File: config.mk
export PLATFORM = sky130hd
export DESIGN_NAME = encoder_period_tachometer_core
export DESIGN_NICKNAME = d
export VERILOG_FILES = /design/src/hw/rtl/ept_pkg.sv /design/src/hw/rtl/ept_front.sv /design/src/hw/rtl/ept_div.sv /design/src/hw/rtl/ept_ring.sv /design/src/hw/rtl/encoder_period_tachometer_core.sv
export SDC_FILE = /design/constraint.sdc
export NUM_CORES = 1
export LEC_CHECK = 0
export BUFFER_PORTS_ARGS = -buffer_cell sky130_fd_sc_hd__buf_2
export CAP_MARGIN = 0
export CORE_UTILIZATION = 58
export CTS_CLUSTER_DIAMETER = 60
export DETAILED_ROUTE_END_ITERATION = 12
export PLACE_DENSITY = 0.78
export SLEW_MARGIN = 5
export SYNTH_ARGS = -nofsm -noshare
export SYNTH_HDL_FRONTEND = slang
export SYNTH_SLANG_ARGS = --single-unit
File: constraint.sdc
create_clock -name i_clk -period 6.2 [get_ports i_clk]
set_clock_uncertainty 0.1 [all_clocks]
set_input_delay 0.62 -clock i_clk [delete_from_list [all_inputs] [get_ports i_clk]]
set_output_delay 0.62 -clock i_clk [all_outputs]
set_load 0.03 [all_outputs]
File: src/hw/rtl/ept_pkg.sv
// ----------------------------------------------------------------------------
// ept_pkg
// Shared widths, constants, reset values and types of the encoder period
// tachometer.
// ----------------------------------------------------------------------------
package ept_pkg;

    // default parameter values
    localparam int unsigned AVG_DEPTH_DEF   = 8;
    localparam int unsigned PERIOD_BITS_DEF = 32;

    // field widths
    localparam int unsigned PPR_BITS      = 10;
    localparam int unsigned RPM_BITS      = 16;
    localparam int unsigned FREQ_BITS     = 20;
    localparam int unsigned CFG_IDX_BITS  = 2;
    localparam int unsigned CFG_DATA_BITS = 16;

    // divider dividend width (enough for ticks per minute) and step counter
    localparam int unsigned DVD_BITS  = 26;
    localparam int unsigned STEP_BITS = 5;

    // tick rate constants
    localparam logic [DVD_BITS-1:0] TICKS_PER_SECOND = 26'd1000000;
    localparam logic [DVD_BITS-1:0] TICKS_PER_MINUTE = 26'd60000000;

    // register indexes
    localparam logic [CFG_IDX_BITS-1:0] REG_PPR     = 2'd0;
    localparam logic [CFG_IDX_BITS-1:0] REG_MAX_RPM = 2'd1;

    // register reset values
    localparam logic [PPR_BITS-1:0] PPR_RESET     = 10'd45;
    localparam logic [RPM_BITS-1:0] MAX_RPM_RESET = 16'd20000;

    // request to the shared divider
    typedef struct packed {
        logic                 start;
        logic [STEP_BITS-1:0] steps;
    } t_div_req;

    // width of the running sum of the speed ring
    function automatic int unsigned sum_bits(input int unsigned depth);
        sum_bits = RPM_BITS + $clog2(depth);
    endfunction

endpackage

File: src/hw/rtl/ept_front.sv
// ----------------------------------------------------------------------------
// ept_front
// Falling edge detection on the sampled pin and the saturating period
// counter; flags each edge that closes a nonzero period.
// ----------------------------------------------------------------------------
module ept_front #(
    parameter int unsigned PERIOD_BITS = ept_pkg::PERIOD_BITS_DEF
) (
    input  logic                   i_clk,
    input  logic                   i_rst_n,
    input  logic                   i_accept,
    input  logic                   i_level,
    output logic                   o_close,
    output logic [PERIOD_BITS-1:0] o_period
);

    localparam logic [PERIOD_BITS-1:0] PERIOD_MAX = '1;

    logic                   r_last;
    logic                   r_armed;
    logic [PERIOD_BITS-1:0] r_count;
    logic [PERIOD_BITS-1:0] n_count;
    logic                   w_fall;

    // count ticks once armed, holding at the top
    assign n_count = (r_armed && (r_count != PERIOD_MAX)) ? r_count + 1'b1 : r_count;
    assign w_fall  = r_last & ~i_level;

    assign o_close  = i_accept & w_fall & r_armed & (n_count != '0);
    assign o_period = n_count;

    // edge and counter state
    always_ff @(posedge i_clk) begin
        if (!i_rst_n) begin
            r_last  <= 1'b0;
            r_armed <= 1'b0;
            r_count <= '0;
        end else if (i_accept) begin
            r_last <= i_level;
            if (w_fall) begin
                r_armed <= 1'b1;
                r_count <= '0;
            end else begin
                r_count <= n_count;
            end
        end
    end

endmodule

File: src/hw/rtl/ept_div.sv
// ----------------------------------------------------------------------------
// ept_div
// Shared restoring divider, one quotient bit per cycle. The dividend comes
// left aligned and the step count says how many of its bits are used.
// ----------------------------------------------------------------------------
module ept_div #(
    parameter int unsigned DIV_BITS = ept_pkg::PERIOD_BITS_DEF + ept_pkg::PPR_BITS
) (
    input  logic                         i_clk,
    input  logic                         i_rst_n,
    input  ept_pkg::t_div_req            i_req,
    input  logic [ept_pkg::DVD_BITS-1:0] i_dividend,
    input  logic [DIV_BITS-1:0]          i_divisor,
    output logic                         o_done,
    output logic [ept_pkg::DVD_BITS-1:0] o_quotient
);

    localparam int unsigned DVD_BITS = ept_pkg::DVD_BITS;
    localparam int unsigned CMP_BITS = DIV_BITS + 2;

    logic                              r_busy;
    logic                              r_done;
    logic [ept_pkg::STEP_BITS-1:0]     r_cnt;
    logic [DVD_BITS-1:0]               r_rem;
    logic [DVD_BITS-1:0]               r_quo;
    logic [DIV_BITS-1:0]               r_div;
    logic [DVD_BITS:0]                 w_rem_sh;
    logic [CMP_BITS-1:0]               w_cmp;
    logic [CMP_BITS-1:0]               w_diff;
    logic                              w_ge;
    logic [DVD_BITS-1:0]               n_rem;
    logic [DVD_BITS-1:0]               n_quo;

    // one trial subtraction
    assign w_rem_sh = {r_rem, r_quo[DVD_BITS-1]};
    assign w_cmp    = CMP_BITS'(w_rem_sh);
    assign w_diff   = w_cmp - CMP_BITS'(r_div);
    assign w_ge     = (w_cmp >= CMP_BITS'(r_div));
    assign n_rem    = w_ge ? w_diff[DVD_BITS-1:0] : w_rem_sh[DVD_BITS-1:0];
    assign n_quo    = {r_quo[DVD_BITS-2:0], w_ge};

    assign o_done     = r_done;
    assign o_quotient = r_quo;

    // step control
    always_ff @(posedge i_clk) begin
        if (!i_rst_n) begin
            r_busy <= 1'b0;
            r_done <= 1'b0;
            r_cnt  <= '0;
        end else begin
            r_done <= 1'b0;
            if (i_req.start) begin
                r_busy <= 1'b1;
                r_cnt  <= i_req.steps;
            end else if (r_busy) begin
                r_cnt <= r_cnt - 1'b1;
                if (r_cnt == ept_pkg::STEP_BITS'(1)) begin
                    r_busy <= 1'b0;
                    r_done <= 1'b1;
                end
            end
        end
    end

    // remainder and quotient shift
    always_ff @(posedge i_clk) begin
        if (i_req.start) begin
            r_rem <= '0;
            r_quo <= i_dividend;
            r_div <= i_divisor;
        end else if (r_busy) begin
            r_rem <= n_rem;
            r_quo <= n_quo;
        end
    end

endmodule

File: src/hw/rtl/ept_ring.sv
// ----------------------------------------------------------------------------
// ept_ring
// Speed ring for the moving average: a small memory with a valid bit per
// entry, the write slot and the running total of the stored speeds.
// ----------------------------------------------------------------------------
module ept_ring #(
    parameter int unsigned AVG_DEPTH = ept_pkg::AVG_DEPTH_DEF
) (
    input  logic                                    i_clk,
    input  logic                                    i_rst_n,
    input  logic                                    i_push,
    input  logic [ept_pkg::RPM_BITS-1:0]            i_speed,
    output logic [ept_pkg::sum_bits(AVG_DEPTH)-1:0] o_total
);

    localparam int unsigned SLOT_BITS = (AVG_DEPTH > 1) ? $clog2(AVG_DEPTH) : 1;
    localparam int unsigned SUM_BITS  = ept_pkg::sum_bits(AVG_DEPTH);

    logic [ept_pkg::RPM_BITS-1:0] r_mem [AVG_DEPTH];
    logic [ept_pkg::RPM_BITS-1:0] r_rd_data;
    logic                         r_rd_live;
    logic [AVG_DEPTH-1:0]         r_live;
    logic [SLOT_BITS-1:0]         r_slot;
    logic [SUM_BITS-1:0]          r_total;
    logic [ept_pkg::RPM_BITS-1:0] w_old;
    logic [SLOT_BITS-1:0]         n_slot;
    logic [SUM_BITS-1:0]          n_total;

    // an entry never written reads as zero
    assign w_old   = r_rd_live ? r_rd_data : '0;
    assign n_total = r_total - SUM_BITS'(w_old) + SUM_BITS'(i_speed);
    assign n_slot  = (r_slot == SLOT_BITS'(AVG_DEPTH - 1)) ? '0 : r_slot + 1'b1;

    assign o_total = r_total;

    // memory write and registered read at the current slot
    always_ff @(posedge i_clk) begin
        if (i_push) begin
            r_mem[r_slot] <= i_speed;
        end
        r_rd_data <= r_mem[r_slot];
    end

    // valid bits, slot and total
    always_ff @(posedge i_clk) begin
        if (!i_rst_n) begin
            r_live    <= '0;
            r_rd_live <= 1'b0;
            r_slot    <= '0;
            r_total   <= '0;
        end else begin
            r_rd_live <= r_live[r_slot];
            if (i_push) begin
                r_live[r_slot] <= 1'b1;
                r_slot         <= n_slot;
                r_total        <= n_total;
            end
        end
    end

endmodule

File: src/hw/rtl/encoder_period_tachometer_core.sv
// ----------------------------------------------------------------------------
// encoder_period_tachometer_core
// Period measuring tachometer: times falling edges of the encoder pin in
// microsecond ticks and gives frequency, clamped speed and a moving average
// of the speed over AVG_DEPTH periods (eight by default) per closed period.
//
//   channel  direction  handshake           word
//   input    in         i_valid / o_stall   i_pin_level
//   output   out        o_valid / i_stall   o_frequency_hz, o_raw_rpm,
//                                           o_average_rpm
//   config   in         i_cfg_we            i_cfg_idx, i_cfg_data
//
// A tick that closes no period leaves the block idle. A closing edge is taken
// and then holds o_stall high through the multiply, the frequency divide (20
// quotient bits), the speed divide (26 quotient bits), the ring update, the
// average (reciprocal multiply) and the output load. The load waits, with
// o_stall still high, while the output register holds a word not yet taken;
// otherwise a finished word waits there while the next ticks are taken. Reset
// clears the speed ring through per-entry valid bits.
// ----------------------------------------------------------------------------
module encoder_period_tachometer_core #(
    parameter int unsigned AVG_DEPTH   = ept_pkg::AVG_DEPTH_DEF,
    parameter int unsigned PERIOD_BITS = ept_pkg::PERIOD_BITS_DEF
) (
    input  logic                              i_clk,
    input  logic                              i_rst_n,
    input  logic                              i_valid,
    output logic                              o_stall,
    input  logic                              i_pin_level,
    output logic                              o_valid,
    input  logic                              i_stall,
    output logic [ept_pkg::FREQ_BITS-1:0]     o_frequency_hz,
    output logic [ept_pkg::RPM_BITS-1:0]      o_raw_rpm,
    output logic [ept_pkg::RPM_BITS-1:0]      o_average_rpm,
    input  logic                              i_cfg_we,
    input  logic [ept_pkg::CFG_IDX_BITS-1:0]  i_cfg_idx,
    input  logic [ept_pkg::CFG_DATA_BITS-1:0] i_cfg_data
);

    localparam int unsigned DVD_BITS  = ept_pkg::DVD_BITS;
    localparam int unsigned DIV_BITS  = PERIOD_BITS + ept_pkg::PPR_BITS;
    localparam int unsigned SUM_BITS  = ept_pkg::sum_bits(AVG_DEPTH);
    localparam int unsigned FREQ_BITS = ept_pkg::FREQ_BITS;
    localparam int unsigned RPM_BITS  = ept_pkg::RPM_BITS;

    // reciprocal of the ring depth, exact for every total the ring can hold
    localparam int unsigned RCP_SHIFT = SUM_BITS + $clog2(AVG_DEPTH);
    localparam int unsigned RCP_BITS  = SUM_BITS + 1;
    localparam int unsigned PROD_BITS = SUM_BITS + RCP_BITS;
    localparam logic [RCP_BITS-1:0] RCP_MUL =
        RCP_BITS'(((64'd1 << RCP_SHIFT) + 64'(AVG_DEPTH) - 64'd1) / 64'(AVG_DEPTH));

    typedef enum logic [6:0] {
        ST_IDLE  = 7'b0000001,
        ST_MUL   = 7'b0000010,
        ST_DIV_F = 7'b0000100,
        ST_DIV_R = 7'b0001000,
        ST_PUSH  = 7'b0010000,
        ST_AVG   = 7'b0100000,
        ST_DONE  = 7'b1000000
    } t_state;

    t_state                      r_state;
    t_state                      n_state;
    logic                        w_accept;
    logic                        w_close;
    logic [PERIOD_BITS-1:0]      w_period;
    logic [PERIOD_BITS-1:0]      r_period;
    logic [DIV_BITS-1:0]         r_denom;
    logic [FREQ_BITS-1:0]        r_freq;
    logic [RPM_BITS-1:0]         r_speed;
    logic [RPM_BITS-1:0]         r_avg;
    logic [ept_pkg::PPR_BITS-1:0] r_ppr;
    logic [RPM_BITS-1:0]         r_max_rpm;
    logic                        r_out_valid;
    logic [FREQ_BITS-1:0]        r_out_freq;
    logic [RPM_BITS-1:0]         r_out_raw;
    logic [RPM_BITS-1:0]         r_out_avg;
    ept_pkg::t_div_req           w_div_req;
    logic [DVD_BITS-1:0]         w_dividend;
    logic [DIV_BITS-1:0]         w_divisor;
    logic                        w_div_done;
    logic [DVD_BITS-1:0]         w_quo;
    logic                        w_push;
    logic                        w_load_out;
    logic                        w_out_free;
    logic [SUM_BITS-1:0]         w_total;
    logic [PROD_BITS-1:0]        w_avg_prod;
    logic [RPM_BITS-1:0]         w_clamped;

    assign w_accept   = i_valid & ~o_stall;
    assign o_stall    = (r_state != ST_IDLE);
    assign w_out_free = ~r_out_valid | ~i_stall;

    // clamp of the raw speed quotient
    assign w_clamped = (w_quo > DVD_BITS'(r_max_rpm)) ? r_max_rpm : w_quo[RPM_BITS-1:0];

    // ring total times the reciprocal of the depth
    assign w_avg_prod = PROD_BITS'(w_total) * PROD_BITS'(RCP_MUL);

    // edge detection and period counter
    ept_front #(
        .PERIOD_BITS (PERIOD_BITS)
    ) u_front (
        .i_clk    (i_clk),
        .i_rst_n  (i_rst_n),
        .i_accept (w_accept),
        .i_level  (i_pin_level),
        .o_close  (w_close),
        .o_period (w_period)
    );

    // shared divider
    ept_div #(
        .DIV_BITS (DIV_BITS)
    ) u_div (
        .i_clk      (i_clk),
        .i_rst_n    (i_rst_n),
        .i_req      (w_div_req),
        .i_dividend (w_dividend),
        .i_divisor  (w_divisor),
        .o_done     (w_div_done),
        .o_quotient (w_quo)
    );

    // speed ring and running total
    ept_ring #(
        .AVG_DEPTH (AVG_DEPTH)
    ) u_ring (
        .i_clk   (i_clk),
        .i_rst_n (i_rst_n),
        .i_push  (w_push),
        .i_speed (r_speed),
        .o_total (w_total)
    );

    // sequencer
    always_comb begin
        n_state         = r_state;
        w_div_req.start = 1'b0;
        w_div_req.steps = '0;
        w_dividend      = '0;
        w_divisor       = '0;
        w_push          = 1'b0;
        w_load_out      = 1'b0;
        case (r_state)
            ST_IDLE: begin
                if (w_close) begin
                    n_state = ST_MUL;
                end
            end
            ST_MUL: begin
                w_div_req.start = 1'b1;
                w_div_req.steps = ept_pkg::STEP_BITS'(FREQ_BITS);
                w_dividend      = ept_pkg::TICKS_PER_SECOND << (DVD_BITS - FREQ_BITS);
                w_divisor       = DIV_BITS'(r_period);
                n_state         = ST_DIV_F;
            end
            ST_DIV_F: begin
                if (w_div_done) begin
                    w_div_req.start = 1'b1;
                    w_div_req.steps = ept_pkg::STEP_BITS'(DVD_BITS);
                    w_dividend      = ept_pkg::TICKS_PER_MINUTE;
                    w_divisor       = r_denom;
                    n_state         = ST_DIV_R;
                end
            end
            ST_DIV_R: begin
                if (w_div_done) begin
                    n_state = ST_PUSH;
                end
            end
            ST_PUSH: begin
                w_push  = 1'b1;
                n_state = ST_AVG;
            end
            ST_AVG: begin
                n_state = ST_DONE;
            end
            ST_DONE: begin
                if (w_out_free) begin
                    w_load_out = 1'b1;
                    n_state    = ST_IDLE;
                end
            end
            default: begin
                n_state = ST_IDLE;
            end
        endcase
    end

    // control state, output valid and configuration
    always_ff @(posedge i_clk) begin
        if (!i_rst_n) begin
            r_state     <= ST_IDLE;
            r_out_valid <= 1'b0;
            r_ppr       <= ept_pkg::PPR_RESET;
            r_max_rpm   <= ept_pkg::MAX_RPM_RESET;
        end else begin
            r_state <= n_state;
            if (w_load_out) begin
                r_out_valid <= 1'b1;
            end else if (!i_stall) begin
                r_out_valid <= 1'b0;
            end
            if (i_cfg_we) begin
                case (i_cfg_idx)
                    ept_pkg::REG_PPR: begin
                        r_ppr <= i_cfg_data[ept_pkg::PPR_BITS-1:0];
                    end
                    ept_pkg::REG_MAX_RPM: begin
                        r_max_rpm <= i_cfg_data[RPM_BITS-1:0];
                    end
                    default: begin
                    end
                endcase
            end
        end
    end

    // working and output words
    always_ff @(posedge i_clk) begin
        if (w_close) begin
            r_period <= w_period;
        end
        if (r_state == ST_MUL) begin
            r_denom <= DIV_BITS'(r_period) * DIV_BITS'(r_ppr);
        end
        if ((r_state == ST_DIV_F) && w_div_done) begin
            r_freq <= w_quo[FREQ_BITS-1:0];
        end
        if ((r_state == ST_DIV_R) && w_div_done) begin
            r_speed <= w_clamped;
        end
        if (r_state == ST_AVG) begin
            r_avg <= w_avg_prod[RCP_SHIFT +: RPM_BITS];
        end
        if (w_load_out) begin
            r_out_freq <= r_freq;
            r_out_raw  <= r_speed;
            r_out_avg  <= r_avg;
        end
    end

    assign o_valid        = r_out_valid;
    assign o_frequency_hz = r_out_freq;
    assign o_raw_rpm      = r_out_raw;
    assign o_average_rpm  = r_out_avg;

endmodule
After elaboration in Yosys (flattened, before gate mapping)
Memories as Yosys holds them, arrays and structs flattened. A register that Yosys moved wholly into a read port is not among the register bits.
Index checks and enable logic that the tools add are counted.

cells by class
  add/sub/neg operators = 6
  multipliers = 1
  magnitude comparators = 4
  eq/ne operators = 17
  mux-type cells = 36
  bitwise logic cells = 13
  reduce and logical (&&, ||, !) cells = 12

operator list
  kind                                                   number
  two-way mux 26 bit                                     4
  one-hot mux 42 bit (2 select lines)                    1
  two-way mux 32 bit                                     2
  one-hot mux 26 bit (2 select lines)                    1
  one-hot mux 7 bit (7 select lines)                     1
  greater-or-equal comparator 27 x 42 -> 1 bit           1
  multiplier 32 x 10 -> 42 bit                           1
  two-way mux 42 bit                                     1
  adder 32 x 1 -> 32 bit, second input constant          1
  two-way mux 16 bit                                     2
  inequality test 32 bit, second input constant          1
  nonzero test 32 bit                                    1
  two-way mux 7 bit                                      4
  greater-than comparator 26 x 16 -> 1 bit               1
  subtractor 26 bit                                      1
  adder 19 x 16 -> 19 bit                                1
  subtractor 19 x 16 -> 19 bit                           1
  two-way mux 1 bit                                      13
  one-hot mux 6 bit (2 select lines)                     1
  two-way mux 5 bit                                      2
  inequality test 2 x 1 -> 1 bit, second input constant  4
  bitwise OR 8 bit                                       1
  equality test 7 x 1 -> 1 bit, second input constant    1
  equality test 7 x 2 -> 1 bit, second input constant    1
  other kinds (27)                                       41

storage, ports and cells
  bits in registers = 378
  memory bits (writable) = 128
  input bits = 24
  output and inout port bits = 54
  word-level logic and storage cells = 115
  memories = 1

memories
  memory        depth  bits a word  read ports  clocked after Yosys merged registers in  write ports  RTL line        RTL
  u_ring.r_mem  8      16           1           1                                        1            ept_ring.sv:19  logic [ept_pkg::RPM_BITS-1:0] r_mem [AVG_DEPTH];

Depth between registers and ports, before layout
  word-level depth = 8
  mapped depth = 24
  depth with buffers taken out = 22

Modules after synthesis
From an unflattened synthesis, not the netlist that was laid out.

unflattened totals
  cell total of the unflattened synthesis = 3,132
  area, all modules = 33,910.0 µm²

modules (own cells, without submodules)
  module                          instances  cells an instance  area an instance (µm²)  seq. area each (µm²)
  encoder_period_tachometer_core  1          1,653              17,759.5                6,025.8
  ept_ring                        1          620                8,013.9                 4,784.6
  ept_div                         1          502                5,432.7                 2,702.6
  ept_front                       1          357                2,703.8                 680.7

Worst setup path before layout
Ideal clock, no wire load.

  path kind = flip-flop to flip-flop
  start point = register r_ppr[3] (netlist name)
  end point = register r_denom[41], data pin
  data arrival time = 5,992 ps
  data required time = 5,840 ps
  setup slack = -151 ps
  cell stages (with the launch flop) = 24
  cell sequence = dfxtp_1 -> clkbuf_1 -> clkbuf_1 -> nand2_1 -> fa_1 -> inv_1 -> fa_1 -> inv_1 -> fa_1 -> inv_1 -> fa_1 -> inv_1 -> fa_1 -> inv_1 -> ha_1 -> a2111oi_0 -> nand2_1 -> a221o_1 -> a211oi_1 -> o21ai_0 -> a311oi_1 -> o221ai_1 -> a21oi_1 -> xnor2_1

between the ends
  word-level cells in the longest chain between the ends = 1

RTL lines
  element                       RTL line                               RTL
  start, declared               encoder_period_tachometer_core.sv:73   logic [ept_pkg::PPR_BITS-1:0] r_ppr;
  start signal, assigned        encoder_period_tachometer_core.sv:197  r_ppr <= ept_pkg::PPR_RESET;
  start signal, assigned        encoder_period_tachometer_core.sv:209  r_ppr <= i_cfg_data[ept_pkg::PPR_BITS-1:0];
  multiplier 32 x 10 -> 42 bit  encoder_period_tachometer_core.sv:227  r_denom <= DIV_BITS'(r_period) * DIV_BITS'(r_ppr);
  end signal, assigned          encoder_period_tachometer_core.sv:227
  end, declared                 encoder_period_tachometer_core.sv:69   logic [DIV_BITS-1:0] r_denom;

No other way between the ends.
A chain may end at the register's enable or synchronous reset.

Worst setup path after layout
  start point = register r_period[7]
  end point = register r_denom[26], data pin

between the ends
  word-level cells in the longest chain between the ends = 1

RTL lines
  element                       RTL line                               RTL
  start, declared               encoder_period_tachometer_core.sv:68   logic [PERIOD_BITS-1:0] r_period;
  start signal, assigned        encoder_period_tachometer_core.sv:224  r_period <= w_period;
  multiplier 32 x 10 -> 42 bit  encoder_period_tachometer_core.sv:227

No other way between the ends.

==> flow_metrics.tcl <==
set metrics [dict create \
    grt_pass1_wl_um 122000 \
    num_rows 85 \
    yosysSeqAreaShare_pct 44.1 \
    critPathMostFrequentCell "fa_1" \
    switchingPower_mw 5.38 \
    fin_tns_setup_ns 0 \
    ant_nets 0 \
    antenna_found_initial 0 \
    ios 78 \
    cts_hold_buf 0 \
    ys_seq_elements 522 \
    dpl.hpwl_um 55300 \
    post-route-period-util_pct 97.9 \
    grt_pass1_vias 23284 \
    leakage_nw 15.5 \
    synth_cells 2969 \
    synth_area_um2 32200 \
    ys_async_sr_fraction_pct 0 \
    slew_headroom_pct 17.1 \
    swShare_pct 35.7 \
    drtIter0Drc 1591 \
    ir_drop_mv 0.395 \
    met2_length_um 38700 \
    post-route-min-period_ns 6.07 \
    seqPwrFrac_pct 26.8 \
    critPathMaxStageDelay_ns 0.55 \
    path_clk_slew_ns 0.06 \
    finalSetupViolCount 0 \
    max_cap_violations 0 \
    p_comb_share_pct 49.8 \
    nets 3557 \
    hold_class "in -> reg" \
    crit_fanout 4 \
    yosys-top-cells-count "edfxtp_1 (374), inv_1 (349), nand2_1 (323), fa_1 (255), and2_1 (215)" \
    synth.top_cells.by_area "edfxtp_1 (35%), fa_1 (16%), dfxtp_1 (9.2%)" \
    start_util_pct 59.2 \
    clk_path_buf_depth 3 \
    drc 0 \
    clock-root-buffer "clkbuf_16" \
    cp_num_buf_inv 4 \
    startpoint_type "flop" \
    post_drt_via_cell_ratio 5.83 \
    power_mw 15.1 \
    cp.required_ns 6.48 \
    syn2layout_area_growth_pct 14.6 \
    yosysMostFrequentCell "edfxtp_1" \
    grt-ovfl-total 0 \
    cp_slowest_cell "fa_1" \
    p_int_mw 9.70 \
    dieArea_um2 56400 \
    end_kind "flop" \
    final_max_slew_viol_count 0 \
    yosys_most_used_dff "edfxtp_1" \
    drive_above_1_share_pct 14.3 \
    syn-num-nets 3392 \
    critPathTopFamily "adder cells" \
    synth_area_leader_cell "edfxtp_1" \
    status "complete, no violations" \
    first_pass_iters 6 \
    cts_tree "yes" \
    fmaxAchievable_ghz 0.165 \
    crit_type "reg -> reg" \
    crit_path_cell_trace "buf_6 -> and2_1 -> fa_1 -> fa_1 -> fa_2 -> fa_1 -> inv_1 -> fa_1 -> inv_1 -> ha_1 -> o21ai_1 -> o21bai_1 -> a211oi_2 -> o31ai_1 -> a21o_4 -> buf_4 -> a211o_1 -> a21o_1 -> a21o_1 -> a21oi_1 -> xnor2_1" \
    gp_congestion 0.914 \
    tightestPinTransition_ns 1.24 \
    grt_max_degree 82 \
    cts_buffers 57 \
    synth.avg_cell_area_um2 10.8 \
    yosysWarnings 0 \
    port-buffer-count 77 \
    clk_latency_ns 0.64 \
    m1WireLength_um 30300 \
    num_vias 22890 \
    grt_usage_pct 27.5 \
    routedWlPerCell_um 19.8 \
    ys_types 73 \
    p_clk_share_pct 23.4 \
    critPathArrivalTime_ns 6.36 \
    die_h_um 238 \
    top_layer "met4" \
    synth_edf_count 374 \
    routed_wl_um 77700 \
    htree_levels 2 \
    fp.dieW_um 238 \
    multi_input_area_um2 16400 \
    final_hold_viol_count 0 \
    core_area_um2 54300 \
    powerDensity_nw_per_um2 409 \
    synth_top_cell_area_share_pct 34.9 \
    met3_length_um 5160 \
    seqCellArea_um2 14200 \
    fill_cells 3864 \
    cts_sinks 522 \
]
## final cells by class
type                       instances  area share, %
tap                              739           2.51
clock inverter                    42           1.36
timing repair buffer             259           5.43
sequential                       522           38.5
clock buffer                      66           4.10
antenna                            1        0.00679
inverter                         350           3.56
multi-input combinational       1944           44.5
## power groups by stage
stage | Clock [mW] | Sequential [mW] | Combinational, mW
5_1_grt | 3.72 | 4.04 | 8.29
4_1_cts | 3.58 | 4.04 | 7.00
3_5_place_dp | 0 | 4.12 | 6.72
3_3_place_gp | 0 | 4.12 | 6.46
2_1_floorplan | 0 | 4.11 | 4.46
6_report | 3.53 | 4.04 | 7.51
## worst min-delay path: cells and delay by family
kind	cells	cell delay (ns)
compound gates	1	0.06
buf+inv	1	0.10
simple gates	1	0.05
## stage by stage
step | instances | util (%) | setup slack, ns | area [um2] | hold WS [ns]
after floorplan | 2969 | - | 0.00424 | 32200 | 0.300
after global placement | 3788 | 63.0 | -0.192 | 34200 | 0.300
after detailed placement | 3788 | 63.0 | -0.372 | 34200 | 0.305
after CTS | 3905 | 67.0 | 0.00112 | 36400 | 0.112
after global routing | 3922 | 67.9 | -0.0802 | 36900 | 0.120
final | 3923 | 67.9 | 0.127 | 36900 | 0.137
## layout by cell type (no fill, tap or decap), types with 10 or more instances in the layout
cell	count
a211oi_1	10
a21o_1	24
a21oi_1	131
a22o_1	35
a22oi_1	91
a31oi_1	15
and2_1	210
and3_1	35
buf_2	77
buf_4	154
buf_6	12
clkbuf_16	61
clkinvlp_4	12
dfxtp_1	141
edfxtp_1	374
fa_1	247
ha_1	137
inv_1	342
mux2_2	16
nand2_1	320
nand2b_1	15
nand3_1	46
nand4_1	37
nor2_1	116
nor2b_1	21
nor3_1	31
nor4_1	12
o211ai_1	16
o21a_1	28
o21ai_0	59
or3_1	16
xnor2_1	70
xor2_1	42
## metal layers
layer	vias to the layer above	track usage [%]
met2	897	47.4
met1	11330	34.5
met5	-	0
met4	0	12.2
met3	205	3.70
li1	10458	-
## state kept, by name, summed over array words and instances (netlist names), 5 cells and up
name / cells
u_div.r_div: 42
r_max_rpm: 16
u_div.r_rem: 26
u_ring.r_rd_data: 16
u_div.o_quotient: 26
r_speed: 16
o_frequency_hz: 20
r_period: 32
r_freq: 20
r_avg: 16
u_div.r_cnt: 5
r_denom: 42
r_state: 7
r_ppr: 10
u_ring.r_mem: 128
u_ring.r_live: 8
u_front.r_count: 32
u_ring.o_total: 19
o_average_rpm: 16
o_raw_rpm: 16
## kinds of logic (layout without fill, tap and decap cells)
family	Yosys count	in the layout	synth area share, %
other cells	0	1	0
fa+ha+maj	399	399	21.5
simple gates	913	913	14.3
compound gates	495	495	10.3
mux	25	25	0.840
buf+inv	503	717	5.94
xor+xnor	112	112	3.05
flops	522	522	44.1
## worst paths after layout
| check | to | depth (start not counted) | slack, ns | start |
|---|---|---|---|---|
| setup reg to reg | r_denom[26]$_DFFE_PP_ | 21 | 0.13 | r_period[7]$_DFFE_PP_ |
| hold reg to reg | o_frequency_hz[18]$_DFFE_PP_ | 0 | 0.29 | r_freq[18]$_DFFE_PP_ |
| setup / recovery | r_denom[26]$_DFFE_PP_ | 21 | 0.13 | r_period[7]$_DFFE_PP_ |
| hold / removal | r_max_rpm[12]$_SDFFE_PN0P_ | 3 | 0.14 | i_cfg_data[12] |
## repair_timing
item | CTS | global route
cloned | 0 | 4
setup buffers | 9 | 14
pin swaps | 26 | 51
endpoints found under the hold margin | 0 | 0
resized for setup | 28 | 67
setup endpoints to repair | 12 | 14
(Power assumes the default switching activity.)
